**config.mk**
```make
export PLATFORM = sky130hd
export DESIGN_NAME = ethernet_frame_classifier_core_flat
export DESIGN_NICKNAME = d
export VERILOG_FILES = /design/src/hw/rtl/efc_pkg.sv /design/src/hw/rtl/efc_in_if.sv /design/src/hw/rtl/efc_out_if.sv /design/src/hw/rtl/efc_capture.sv /design/src/hw/rtl/ethernet_frame_classifier_core.sv /design/src/flat_wrapper.sv
export SDC_FILE = /design/constraint.sdc
export NUM_CORES = 1
export LEC_CHECK = 0
export BUFFER_PORTS_ARGS = -buffer_cell sky130_fd_sc_hd__buf_2
export CAP_MARGIN = 10
export CORE_ASPECT_RATIO = 0.75
export CORE_MARGIN = 2
export CORE_UTILIZATION = 60
export CTS_CLUSTER_DIAMETER = 100
export DETAILED_ROUTE_END_ITERATION = 8
export HOLD_SLACK_MARGIN = 0.05
export PLACE_DENSITY = 0.92
export SETUP_SLACK_MARGIN = 0.05
export SLEW_MARGIN = 20
export SYNTH_ARGS = -nofsm -noshare
export SYNTH_HDL_FRONTEND = slang
export SYNTH_SLANG_ARGS = --single-unit
```
**constraint.sdc**
```tcl
create_clock -name clk -period 9.2 [get_ports clk]
set_input_delay 0.92 -clock clk [delete_from_list [all_inputs] [get_ports clk]]
set_output_delay 0.92 -clock clk [all_outputs]
set_load 0.05 [all_outputs]
```
**src/hw/rtl/efc_pkg.sv**
```systemverilog
package efc_pkg;

	localparam int OFFSET_BITS = 11;
	localparam int COUNT_BITS  = 32;
	localparam int NUM_CTR     = 5;
	localparam int CTR_IDX_W   = $clog2(NUM_CTR);

	typedef logic [OFFSET_BITS-1:0] offset_t;
	typedef logic [COUNT_BITS-1:0]  count_t;
	typedef logic [CTR_IDX_W-1:0]   ctr_idx_t;

	localparam offset_t OFFSET_MAX = {OFFSET_BITS{1'b1}};

	// frame_kind codes
	localparam logic [2:0] KIND_IPV4  = 3'd0;
	localparam logic [2:0] KIND_ARP   = 3'd1;
	localparam logic [2:0] KIND_OTHER = 3'd2;
	localparam logic [2:0] KIND_RAW   = 3'd3;
	localparam logic [2:0] KIND_SNAP  = 3'd4;
	localparam logic [2:0] KIND_LLC   = 3'd5;
	localparam logic [2:0] KIND_RUNT  = 3'd6;

	// counter slots
	localparam ctr_idx_t CTR_IPV4 = CTR_IDX_W'(0);
	localparam ctr_idx_t CTR_ARP  = CTR_IDX_W'(1);
	localparam ctr_idx_t CTR_RAW  = CTR_IDX_W'(2);
	localparam ctr_idx_t CTR_SNAP = CTR_IDX_W'(3);
	localparam ctr_idx_t CTR_LLC  = CTR_IDX_W'(4);

	localparam logic [15:0] ETYPE_IPV4   = 16'h0800;
	localparam logic [15:0] ETYPE_ARP    = 16'h0806;
	localparam logic [15:0] SAPS_RAW     = 16'hFFFF;
	localparam logic [15:0] SAPS_SNAP    = 16'hAAAA;
	localparam logic [15:0] SAPS_IP      = 16'h0606;
	localparam logic [15:0] SAPS_STP     = 16'h4242;
	localparam logic [15:0] THRESH_RESET = 16'd1500;

	// byte offsets within the frame
	localparam offset_t OFF_TL_HI   = OFFSET_BITS'(12);
	localparam offset_t OFF_TL_LO   = OFFSET_BITS'(13);
	localparam offset_t OFF_SAP_HI  = OFFSET_BITS'(14);
	localparam offset_t OFF_SAP_LO  = OFFSET_BITS'(15);
	localparam offset_t OFF_SNAP_HI = OFFSET_BITS'(20);
	localparam offset_t OFF_SNAP_LO = OFFSET_BITS'(21);
	localparam offset_t OFF_MIN_LEN = OFFSET_BITS'(13);

	localparam offset_t IP_BASE_ETH2 = OFFSET_BITS'(14);
	localparam offset_t IP_BASE_LLC  = OFFSET_BITS'(17);
	localparam offset_t IP_BASE_SNAP = OFFSET_BITS'(22);
	localparam offset_t IP_BASE_NONE = OFFSET_BITS'(0);

	// byte positions inside the IPv4 header
	localparam offset_t IP_REL_VER    = OFFSET_BITS'(0);
	localparam offset_t IP_REL_LEN_HI = OFFSET_BITS'(2);
	localparam offset_t IP_REL_LEN_LO = OFFSET_BITS'(3);
	localparam offset_t IP_REL_TTL    = OFFSET_BITS'(8);
	localparam offset_t IP_REL_PROTO  = OFFSET_BITS'(9);
	localparam offset_t IP_REL_SRC    = OFFSET_BITS'(12);
	localparam offset_t IP_REL_SRC_E  = OFFSET_BITS'(15);
	localparam offset_t IP_REL_DST    = OFFSET_BITS'(16);
	localparam offset_t IP_REL_DST_E  = OFFSET_BITS'(19);

	typedef struct packed {
		logic [2:0]  frame_kind;
		logic [15:0] type_or_length;
		logic [15:0] llc_saps;
		logic [3:0]  ip_version;
		logic [3:0]  ip_header_words;
		logic [7:0]  ip_protocol;
		logic [7:0]  ip_ttl;
		logic [15:0] ip_total_length;
		logic [31:0] ip_source;
		logic [31:0] ip_destination;
		logic [15:0] payload_code;
	} result_t;

	typedef struct packed {
		logic     has_ctr;
		ctr_idx_t ctr_idx;
	} ctr_sel_t;

endpackage

```
**src/hw/rtl/efc_in_if.sv**
```systemverilog
interface efc_in_if;
	logic       valid;
	logic       ready;
	logic [7:0] data_byte;
	logic       frame_end;

	modport source (output valid, output data_byte, output frame_end, input ready);
	modport sink   (input valid, input data_byte, input frame_end, output ready);
endinterface

```
**src/hw/rtl/efc_out_if.sv**
```systemverilog
interface efc_out_if;
	logic        valid;
	logic        ready;
	logic [2:0]  frame_kind;
	logic [15:0] type_or_length;
	logic [15:0] llc_saps;
	logic [3:0]  ip_version;
	logic [3:0]  ip_header_words;
	logic [7:0]  ip_protocol;
	logic [7:0]  ip_ttl;
	logic [15:0] ip_total_length;
	logic [31:0] ip_source;
	logic [31:0] ip_destination;
	logic [15:0] payload_code;
	logic [31:0] kind_count;

	modport source (
		output valid, input ready,
		output frame_kind, output type_or_length, output llc_saps,
		output ip_version, output ip_header_words, output ip_protocol, output ip_ttl,
		output ip_total_length, output ip_source, output ip_destination,
		output payload_code, output kind_count
	);
	modport sink (
		input valid, output ready,
		input frame_kind, input type_or_length, input llc_saps,
		input ip_version, input ip_header_words, input ip_protocol, input ip_ttl,
		input ip_total_length, input ip_source, input ip_destination,
		input payload_code, input kind_count
	);
endinterface

```
**src/hw/rtl/efc_capture.sv**
```systemverilog
module efc_capture (
	input  logic              clk,
	input  logic              arst_n,
	input  logic              take,
	input  logic [7:0]        data_byte,
	input  logic              frame_end,
	input  logic [15:0]       threshold,
	output efc_pkg::result_t  result,
	output efc_pkg::ctr_sel_t ctr_sel
);

	efc_pkg::offset_t offset_q;
	logic [15:0] tl_q, saps_q, snap_q, code_q;
	logic [31:0] src_q, dst_q;
	logic [39:0] meta_q;

	logic [15:0] tl_n, saps_n, snap_n, code_n;
	logic [31:0] src_n, dst_n;
	logic [39:0] meta_n;
	logic        eth2;
	efc_pkg::offset_t ip_base, rel;

	always_comb begin
		tl_n   = tl_q;
		saps_n = saps_q;
		snap_n = snap_q;
		code_n = code_q;
		src_n  = src_q;
		dst_n  = dst_q;
		meta_n = meta_q;

		if (offset_q == efc_pkg::OFF_TL_HI)   tl_n[15:8]   = data_byte;
		if (offset_q == efc_pkg::OFF_TL_LO)   tl_n[7:0]    = data_byte;
		if (offset_q == efc_pkg::OFF_SAP_HI)  saps_n[15:8] = data_byte;
		if (offset_q == efc_pkg::OFF_SAP_LO)  saps_n[7:0]  = data_byte;
		if (offset_q == efc_pkg::OFF_SNAP_HI) snap_n[15:8] = data_byte;
		if (offset_q == efc_pkg::OFF_SNAP_LO) snap_n[7:0]  = data_byte;

		eth2 = tl_n > threshold;

		if (eth2 && tl_n == efc_pkg::ETYPE_ARP) begin
			if (offset_q == efc_pkg::OFF_SNAP_HI) code_n[15:8] = data_byte;
			if (offset_q == efc_pkg::OFF_SNAP_LO) code_n[7:0]  = data_byte;
		end else if (!eth2 && saps_n == efc_pkg::SAPS_STP
				&& offset_q == efc_pkg::OFF_SNAP_HI) begin
			code_n = {8'h00, data_byte};
		end

		if (eth2)
			ip_base = (tl_n == efc_pkg::ETYPE_IPV4) ? efc_pkg::IP_BASE_ETH2
				: efc_pkg::IP_BASE_NONE;
		else if (saps_n == efc_pkg::SAPS_SNAP)
			ip_base = (snap_n == efc_pkg::ETYPE_IPV4) ? efc_pkg::IP_BASE_SNAP
				: efc_pkg::IP_BASE_NONE;
		else if (saps_n == efc_pkg::SAPS_IP)
			ip_base = efc_pkg::IP_BASE_LLC;
		else
			ip_base = efc_pkg::IP_BASE_NONE;

		rel = offset_q - ip_base;
		if (ip_base != efc_pkg::IP_BASE_NONE && offset_q >= ip_base) begin
			case (rel) inside
				efc_pkg::IP_REL_VER:    meta_n[39:32] = data_byte;
				efc_pkg::IP_REL_LEN_HI: meta_n[15:8]  = data_byte;
				efc_pkg::IP_REL_LEN_LO: meta_n[7:0]   = data_byte;
				efc_pkg::IP_REL_TTL:    meta_n[23:16] = data_byte;
				efc_pkg::IP_REL_PROTO:  meta_n[31:24] = data_byte;
				[efc_pkg::IP_REL_SRC:efc_pkg::IP_REL_SRC_E]: src_n = {src_q[23:0], data_byte};
				[efc_pkg::IP_REL_DST:efc_pkg::IP_REL_DST_E]: dst_n = {dst_q[23:0], data_byte};
				default: ;
			endcase
		end
	end

	// classify from the captures as they stand after this byte
	always_comb begin
		result                = '0;
		ctr_sel               = '0;
		result.type_or_length = tl_n;
		if (offset_q < efc_pkg::OFF_MIN_LEN) begin
			result.frame_kind = efc_pkg::KIND_RUNT;
		end else begin
			if (eth2) begin
				if (tl_n == efc_pkg::ETYPE_IPV4) begin
					result.frame_kind = efc_pkg::KIND_IPV4;
					ctr_sel           = '{has_ctr: 1'b1, ctr_idx: efc_pkg::CTR_IPV4};
				end else if (tl_n == efc_pkg::ETYPE_ARP) begin
					result.frame_kind   = efc_pkg::KIND_ARP;
					result.payload_code = code_n;
					ctr_sel             = '{has_ctr: 1'b1, ctr_idx: efc_pkg::CTR_ARP};
				end else begin
					result.frame_kind = efc_pkg::KIND_OTHER;
				end
			end else if (saps_n == efc_pkg::SAPS_RAW) begin
				result.frame_kind = efc_pkg::KIND_RAW;
				ctr_sel           = '{has_ctr: 1'b1, ctr_idx: efc_pkg::CTR_RAW};
			end else if (saps_n == efc_pkg::SAPS_SNAP) begin
				result.frame_kind = efc_pkg::KIND_SNAP;
				result.llc_saps   = saps_n;
				ctr_sel           = '{has_ctr: 1'b1, ctr_idx: efc_pkg::CTR_SNAP};
			end else begin
				result.frame_kind = efc_pkg::KIND_LLC;
				result.llc_saps   = saps_n;
				if (saps_n == efc_pkg::SAPS_STP)
					result.payload_code = code_n;
				ctr_sel           = '{has_ctr: 1'b1, ctr_idx: efc_pkg::CTR_LLC};
			end
			if (ip_base != efc_pkg::IP_BASE_NONE) begin
				result.ip_version      = meta_n[39:36];
				result.ip_header_words = meta_n[35:32];
				result.ip_protocol     = meta_n[31:24];
				result.ip_ttl          = meta_n[23:16];
				result.ip_total_length = meta_n[15:0];
				result.ip_source       = src_n;
				result.ip_destination  = dst_n;
			end
		end
	end

	always_ff @(posedge clk or negedge arst_n) begin
		if (!arst_n) begin
			offset_q <= '0;
			tl_q     <= '0;
			saps_q   <= '0;
			snap_q   <= '0;
			code_q   <= '0;
			src_q    <= '0;
			dst_q    <= '0;
			meta_q   <= '0;
		end else if (take) begin
			if (frame_end) begin
				// clear captures for the next frame
				offset_q <= '0;
				tl_q     <= '0;
				saps_q   <= '0;
				snap_q   <= '0;
				code_q   <= '0;
				src_q    <= '0;
				dst_q    <= '0;
				meta_q   <= '0;
			end else begin
				if (offset_q != efc_pkg::OFFSET_MAX)
					offset_q <= offset_q + 1'b1;
				tl_q   <= tl_n;
				saps_q <= saps_n;
				snap_q <= snap_n;
				code_q <= code_n;
				src_q  <= src_n;
				dst_q  <= dst_n;
				meta_q <= meta_n;
			end
		end
	end

endmodule

```
**src/hw/rtl/ethernet_frame_classifier_core.sv**
```systemverilog
// Channel    Dir  Handshake      Carries
// frame_in   in   valid/ready    data_byte, frame_end (one frame byte per item)
// result_out out  valid/ready    frame kind, captured header fields, kind_count
// cfg        in   cfg_we         cfg_wdata -> length_threshold
//
// One byte per clock while ready; a result is valid in the cycle after the last byte.
// Each byte is captured and classified in the cycle it is accepted; one output register.
// frame_in is ready whenever the output register is empty or being drained.
// Reset clears the offset, all captures, the kind counters and sets the threshold to 1500.
module ethernet_frame_classifier_core (
	input  logic              clk,
	input  logic              arst_n,
	input  logic              cfg_we,
	input  logic [15:0]       cfg_wdata,
	efc_in_if.sink            frame_in,
	efc_out_if.source         result_out
);

	logic [15:0]       threshold_q;
	logic              take;
	efc_pkg::result_t  result;
	efc_pkg::ctr_sel_t ctr_sel;
	efc_pkg::count_t   counters_q [efc_pkg::NUM_CTR];
	efc_pkg::count_t   cnt_cur, cnt_next;

	logic              out_valid_q;
	efc_pkg::result_t  out_q;
	efc_pkg::count_t   out_cnt_q;

	assign frame_in.ready = !out_valid_q || result_out.ready;
	assign take           = frame_in.valid && frame_in.ready;

	efc_capture u_capture (
		.clk       (clk),
		.arst_n    (arst_n),
		.take      (take),
		.data_byte (frame_in.data_byte),
		.frame_end (frame_in.frame_end),
		.threshold (threshold_q),
		.result    (result),
		.ctr_sel   (ctr_sel)
	);

	always_ff @(posedge clk or negedge arst_n) begin
		if (!arst_n)
			threshold_q <= efc_pkg::THRESH_RESET;
		else if (cfg_we)
			threshold_q <= cfg_wdata;
	end

	// saturating increment of the selected counter
	always_comb begin
		cnt_cur  = counters_q[ctr_sel.ctr_idx];
		cnt_next = (&cnt_cur) ? cnt_cur : cnt_cur + 1'b1;
	end

	always_ff @(posedge clk or negedge arst_n) begin
		if (!arst_n) begin
			for (int i = 0; i < efc_pkg::NUM_CTR; i++)
				counters_q[i] <= '0;
		end else if (take && frame_in.frame_end && ctr_sel.has_ctr) begin
			counters_q[ctr_sel.ctr_idx] <= cnt_next;
		end
	end

	always_ff @(posedge clk or negedge arst_n) begin
		if (!arst_n)
			out_valid_q <= 1'b0;
		else if (take)
			out_valid_q <= frame_in.frame_end;
		else if (result_out.ready)
			out_valid_q <= 1'b0;
	end

	always_ff @(posedge clk) begin
		if (take && frame_in.frame_end) begin
			out_q     <= result;
			out_cnt_q <= ctr_sel.has_ctr ? cnt_next : '0;
		end
	end

	assign result_out.valid           = out_valid_q;
	assign result_out.frame_kind      = out_q.frame_kind;
	assign result_out.type_or_length  = out_q.type_or_length;
	assign result_out.llc_saps        = out_q.llc_saps;
	assign result_out.ip_version      = out_q.ip_version;
	assign result_out.ip_header_words = out_q.ip_header_words;
	assign result_out.ip_protocol     = out_q.ip_protocol;
	assign result_out.ip_ttl          = out_q.ip_ttl;
	assign result_out.ip_total_length = out_q.ip_total_length;
	assign result_out.ip_source       = out_q.ip_source;
	assign result_out.ip_destination  = out_q.ip_destination;
	assign result_out.payload_code    = out_q.payload_code;
	assign result_out.kind_count      = out_cnt_q;

endmodule
```
**src/flat_wrapper.sv**
```systemverilog
// flat-port wrapper written by rule: the top's interface ports become plain ports
module ethernet_frame_classifier_core_flat 
  (clk, arst_n, cfg_we, cfg_wdata, frame_in_valid, frame_in_data_byte, frame_in_frame_end, frame_in_ready, result_out_valid, result_out_ready, result_out_frame_kind, result_out_type_or_length, result_out_llc_saps, result_out_ip_version, result_out_ip_header_words, result_out_ip_protocol, result_out_ip_ttl, result_out_ip_total_length, result_out_ip_source, result_out_ip_destination, result_out_payload_code, result_out_kind_count);
  efc_in_if frame_in_i ();
  efc_out_if result_out_i ();
  input  logic clk;
  input  logic arst_n;
  input  logic cfg_we;
  input  logic [15:0] cfg_wdata;
  input wire logic [$bits(frame_in_i.valid)-1:0] frame_in_valid;
  input wire logic [$bits(frame_in_i.data_byte)-1:0] frame_in_data_byte;
  input wire logic [$bits(frame_in_i.frame_end)-1:0] frame_in_frame_end;
  output wire logic [$bits(frame_in_i.ready)-1:0] frame_in_ready;
  output wire logic [$bits(result_out_i.valid)-1:0] result_out_valid;
  input wire logic [$bits(result_out_i.ready)-1:0] result_out_ready;
  output wire logic [$bits(result_out_i.frame_kind)-1:0] result_out_frame_kind;
  output wire logic [$bits(result_out_i.type_or_length)-1:0] result_out_type_or_length;
  output wire logic [$bits(result_out_i.llc_saps)-1:0] result_out_llc_saps;
  output wire logic [$bits(result_out_i.ip_version)-1:0] result_out_ip_version;
  output wire logic [$bits(result_out_i.ip_header_words)-1:0] result_out_ip_header_words;
  output wire logic [$bits(result_out_i.ip_protocol)-1:0] result_out_ip_protocol;
  output wire logic [$bits(result_out_i.ip_ttl)-1:0] result_out_ip_ttl;
  output wire logic [$bits(result_out_i.ip_total_length)-1:0] result_out_ip_total_length;
  output wire logic [$bits(result_out_i.ip_source)-1:0] result_out_ip_source;
  output wire logic [$bits(result_out_i.ip_destination)-1:0] result_out_ip_destination;
  output wire logic [$bits(result_out_i.payload_code)-1:0] result_out_payload_code;
  output wire logic [$bits(result_out_i.kind_count)-1:0] result_out_kind_count;
  assign frame_in_i.valid = frame_in_valid;
  assign frame_in_i.data_byte = frame_in_data_byte;
  assign frame_in_i.frame_end = frame_in_frame_end;
  assign frame_in_ready = frame_in_i.ready;
  assign result_out_valid = result_out_i.valid;
  assign result_out_i.ready = result_out_ready;
  assign result_out_frame_kind = result_out_i.frame_kind;
  assign result_out_type_or_length = result_out_i.type_or_length;
  assign result_out_llc_saps = result_out_i.llc_saps;
  assign result_out_ip_version = result_out_i.ip_version;
  assign result_out_ip_header_words = result_out_i.ip_header_words;
  assign result_out_ip_protocol = result_out_i.ip_protocol;
  assign result_out_ip_ttl = result_out_i.ip_ttl;
  assign result_out_ip_total_length = result_out_i.ip_total_length;
  assign result_out_ip_source = result_out_i.ip_source;
  assign result_out_ip_destination = result_out_i.ip_destination;
  assign result_out_payload_code = result_out_i.payload_code;
  assign result_out_kind_count = result_out_i.kind_count;
  ethernet_frame_classifier_core u_core (.clk(clk), .arst_n(arst_n), .cfg_we(cfg_we), .cfg_wdata(cfg_wdata), .frame_in(frame_in_i), .result_out(result_out_i));
endmodule
```
After elaboration in Yosys (flattened, before gate mapping)
Index checks and enable logic that the tools add are counted.
{"block": "classes", "muxes": 81, "magnitude_cmp": 9, "n_bitwise": 2, "n_eq_ne": 18, "n_reduce_logical": 21, "addsub": 3}
{"op": "two-way mux 32 bit", "count": 21}
{"op": "two-way mux 16 bit", "count": 12}
{"op": "two-way mux 8 bit", "count": 23}
{"op": "bitwise mux 160 bit", "count": 1}
{"op": "binary-select mux 32 bit (select 3 bit)", "count": 1}
{"op": "demux 32 bit (select 3 bit)", "count": 1}
{"op": "two-way mux 40 bit", "count": 2}
{"op": "equality test 11 x 4 -> 1 bit (second input constant)", "count": 6}
{"op": "equality test 16 x 12 -> 1 bit (second input constant)", "count": 3}
{"op": "two-way mux 11 bit", "count": 4}
{"op": "adder 32 x 1 -> 32 bit (second input constant)", "count": 1}
{"op": "equality test 16 bit (second input constant)", "count": 2}
{"op": "AND reduction 32 bit", "count": 1}
{"op": "equality test 11 x 2 -> 1 bit (second input constant)", "count": 2}
{"op": "equality test 11 x 5 -> 1 bit (second input constant)", "count": 2}
{"op": "two-way mux 4 bit", "count": 5}
{"op": "equality test 16 x 11 -> 1 bit (second input constant)", "count": 1}
{"op": "equality test 16 x 15 -> 1 bit (second input constant)", "count": 1}
{"op": "greater-than comparator 16 bit", "count": 1}
{"op": "two-way mux 3 bit", "count": 4}
{"op": "adder 11 x 1 -> 11 bit (second input constant)", "count": 1}
{"op": "greater-or-equal comparator 11 bit", "count": 1}
{"op": "greater-or-equal comparator 11 x 4 -> 1 bit (second input constant)", "count": 1}
{"op": "greater-or-equal comparator 11 x 5 -> 1 bit (second input constant)", "count": 1}
{"op": "other kinds (21)", "count": 36}
{"block": "word_totals", "register_bits": 543, "inputBits": 30}

Depth between registers and ports, before layout
{"block": "depth", "word_depth": 18, "mapped_depth": 31}

Modules after synthesis
Synthesis repeated with hierarchy kept, for this count alone.
{"block": "hier_totals", "cells_unflattened": 2260, "area_unflattened_um2": 25286.8}
{"mod": "ethernet_frame_classifier_core", "cells_each": 1093, "seq_area_each_um2": 10053.4, "n_inst": 1, "area_each_um2": 14642.8}
{"mod": "efc_capture", "cells_each": 1167, "seq_area_each_um2": 4479.3, "n_inst": 1, "area_each_um2": 10644.0}

Worst setup path after synthesis
No wires, ideal clock.
{"block": "synth_timing", "path_type": "register -> register", "startpoint": "reg u_core.u_capture.offset_q[10]", "endpoint": "reg u_core.out_cnt_q[31], in the netlist u_core.result_out.kind_count[31], data pin", "setup_slack_ns": 2.582, "setup_time_ns": 0.266, "stages_incl_launch_ff": 25, "period_less_slack_ns": 6.618, "t_arrival_ns": 6.352, "path_cell_list": "dfrtp_1 -> nor3_2 -> buf_6 -> and4_1 -> buf_2 -> mux2_2 -> ha_1 -> nand4_1 -> nor4_1 -> a21bo_2 -> and3_1 -> nor2_1 -> nor3_2 -> buf_2 -> a221o_1 -> a31oi_2 -> ha_1 -> o221ai_1 -> or3_1 -> nand3b_2 -> or4_1 -> buf_2 -> nand4_1 -> xor2_2 -> nor2_1"}
{"item": "from (decl)", "line": "efc_capture.sv:12", "text": "efc_pkg::offset_t offset_q;"}
{"item": "from (signal assigned)", "line": "efc_capture.sv:143", "text": "offset_q <= offset_q + 1'b1;"}
{"item": "to (signal assigned)", "line": "ethernet_frame_classifier_core.sv:78", "text": "out_cnt_q <= ctr_sel.has_ctr ? cnt_next : '0;"}
{"item": "to (decl)", "line": "ethernet_frame_classifier_core.sv:28", "text": "efc_pkg::count_t out_cnt_q;"}

==> flow_summary.yaml <==
final_layout:
  antennaDiodeCount: 0
  design_area_sq_mm: 0.0289
  drive_above_1_share: 0.149
  fillCellCount: 2929
  regArea_sq_mm: 0.0145
  multi_input_area_sq_mm: 0.0105
  layout.nets: 2803
  syn2layout_area_growth_pct: 12.1
synthesis:
  ys_top_cells_by_area: "dfrtp_1 34%, edfxtp_1 22%, nand2_1 7.9%"
  yosys-top-cells-count: "541 x nand2_1, 349 x dfrtp_1, 278 x o21ai_0"
  synth_top_cell_by_area: "dfrtp_1"
  syn_nets: 2668
  ys_ff_latch: 543
  synth-main-ff-cell: "dfrtp_1"
  synth-edff-count: 187
  synth.top_cell.area_share: 0.339
  synthCells: 2611
  syn-cell-area_sq_mm: 0.0257
  yosysMostFrequentCell: "nand2_1"
  yosysSeqAreaShare: 0.564
  yosysWarnings: 0
  syn_avg_cell_area_sq_um: 9.86
  synth_cell_types: 86
  synth-async-reset-ratio: 0.656
timing:
  drv_slew: 0
  setup_tns_ns: 0
  tightest_slew_ns: 1.15
  hold_viol_final: 0
  rsz0062_at_grt: "false"
  setup_violations: 0
  max_slew_margin: 0.228
  fmax_mhz: 116
  clock_skew_ns: 0.0361
  finalCritPeriodShare: 0.935
  layout_min_cycle_time_ns: 8.60
drt:
  postRouteAntennaNets: 0
  num_vias: 21921
  drt_iter0_drc: 3154
  drc_errors: 0
  avgRoutedWirePerCell_um: 22.0
  viasPerCell: 6.53
  wl_mm: 73.9
  dr.pass1.iters: 9
power_and_ir_drop:
  ir_worst_vdd_mv: 0.145
  comb_power_share: 0.099
  swShare: 0.265
  intPower_mw: 3.90
  power_density_mw_per_mm2: 184
  power_leakage_nw: 11.7
  switchingPower_mw: 1.40
  p_seq_frac: 0.504
  power_frac_clock: 0.397
flow_run:
  cap_violations: 0
cts:
  insertion_delay_ns: 0.60
  cts_sinks: 543
  cts_resized: 0
  numCtsBuffers: 52
  cts_max_path_buffers: 3
  root_buffer: "clkbuf_16"
  cts_tree: "done"
  cts_setup_buffers: 0
  htree_levels: 2
  ctsHoldBuffers: 0
  cts.clk_slew.worst_paths_ns: 0.06
floorplan:
  dieWidth_um: 243
  initial_utilization: 0.610
  die_h_um: 183
  die_area_sq_mm: 0.0446
  rows: 65
  core_sq_mm: 0.0422
  io-pin-count: 219
setup_path:
  worstSetupPathType: "flop to flop"
  crit_start: "u_core.u_capture.offset_q[10]"
  cp_max_fo: 17
  worstPathArrival_ns: 9.10
  reg2reg_from: "u_core.u_capture.offset_q[10]"
  cp.required_ns: 9.70
  end_kind: "flop"
  critical_path.startpoint_type: "flop"
global_routing:
  grt_max_degree: 120
  grt-ovfl-total: 0
  grt_first_pass_wirelength_mm: 116
  antenna_found_initial: 0
  grt_use_total: 0.326
  first_global_vias: 21027
hold_path:
  min_path_type: "input port to async pin"
placement:
  portBuffers: 218
  dp_hpwl_mm: 46.5
  placed_area_sq_mm: 0.0272
  gp_congestion: 0.956
status:
  status: "finished, final reports clean"
-- through the flow --
step           total power, mW  hold WS (ns)  worst slack, ns  std cells  utilization
2_1_floorplan             3.06         0.437             2.58       2611            -
3_3_place_gp              3.21         0.456             1.30       3260        0.643
3_5_place_dp              3.23         0.460            0.767       3260        0.643
4_1_cts                   5.29         0.325            0.671       3357        0.682
5_1_grt                   5.46         0.348           0.0660       3358        0.684
6_report                  5.31         0.317            0.601       3358        0.684
-- critical path, stage by stage, from the launching register on --
cell      delay, ns
dfrtp_1        0.42
nor3_2         0.68
nand4_1        0.73
mux2_2         0.56
ha_1           0.33
nand4_1        0.11
nor4_1         0.29
nand4_1        0.45
and2_1         0.41
nor4_1         0.57
nor2b_1        0.20
ha_1           0.37
nor2b_1        0.14
o21ai_0        0.15
nand2b_1       0.16
nor3b_1        0.23
mux2i_1        0.11
o32a_1         0.21
a311oi_1       0.53
and2_1         0.28
and3b_1        0.22
nand2_1        0.41
nor2_1         0.57
a21oi_1        0.16
o21ai_0        0.20
-- worst paths after layout --
path	end	slack, ns	cells past startpoint
hold reg to reg	u_core.counters_q[15]	0.47	1
min in group clk	u_core.counters_q[15]	0.47	1
max in group asynchronous	u_core.u_capture.snap_q[9]	6.80	3
setup / recovery	u_core.u_capture.meta_q[5]	0.60	24
setup reg to reg	u_core.u_capture.meta_q[5]	0.60	24
hold / removal	u_core.u_capture.dst_q[26]	0.32	1
-- cell type report --
type	instances	share of cell area
clock buffers	73	0.0507
clock inverters	24	0.00629
inverters	25	0.00351
multi-input cells	1873	0.364
flip-flops and latches	543	0.504
well taps	569	0.0247
repair buffers	251	0.0476
-- sequential cells by signal, summed over array words and instances, names as in the netlist, 32 cells and up --
name	count
u_core.counters_q	160
u_core.u_capture.meta_q	40
u_core.result_out.ip_destination	32
u_core.result_out.ip_source	32
u_core.result_out.kind_count	32
u_core.u_capture.dst_q	32
u_core.u_capture.src_q	32
-- cell families (layout without fill, tap and decap cells) --
| group | count (synthesis) | count (layout) | share of synthesized area |
|---|---|---|---|
| simple gates | 976 | 976 | 0.171 |
| fa+ha+maj | 27 | 27 | 0.0134 |
| mux | 72 | 72 | 0.0294 |
| compound gates | 739 | 739 | 0.170 |
| flops | 543 | 543 | 0.564 |
| xor+xnor | 59 | 59 | 0.0215 |
| buf+inv | 195 | 373 | 0.0307 |
-- layout by cell type (no fill, tap or decap), types with 24 or more instances in the layout --
cell type    n
ha_1        26
buf_2      216
xnor2_1     28
inv_1       24
o21ai_0    278
o22ai_1     44
o21ai_1     62
edfxtp_1   187
buf_4       32
a21oi_1    165
xor2_1      26
nor2_1     169
nand3_1     63
and2_1      37
a22oi_1     48
clkbuf_16   54
nor3_1      27
dfrtp_1    349
nand2_1    537
a21boi_0    81
mux2i_1     46
-- power by group through the flow --
stage | Combinational (mW) | Clock [mW] | Sequential [mW]
2_1_floorplan | 0.252 | 0 | 2.81
3_3_place_gp | 0.495 | 0 | 2.71
3_5_place_dp | 0.513 | 0 | 2.72
4_1_cts | 0.516 | 2.10 | 2.67
5_1_grt | 0.567 | 2.21 | 2.68
6_report | 0.524 | 2.11 | 2.68
-- per-layer routing --
metal  GRT usage  vias to the layer above  share of wire
met5           0                        -              0
li1            -                     9515              -
met3      0.0750                      230           0.12
met1       0.467                    10611           0.39
met4       0.128                        0          0.040
met2       0.489                     1565           0.44
Power figures use the tool's default switching activity.
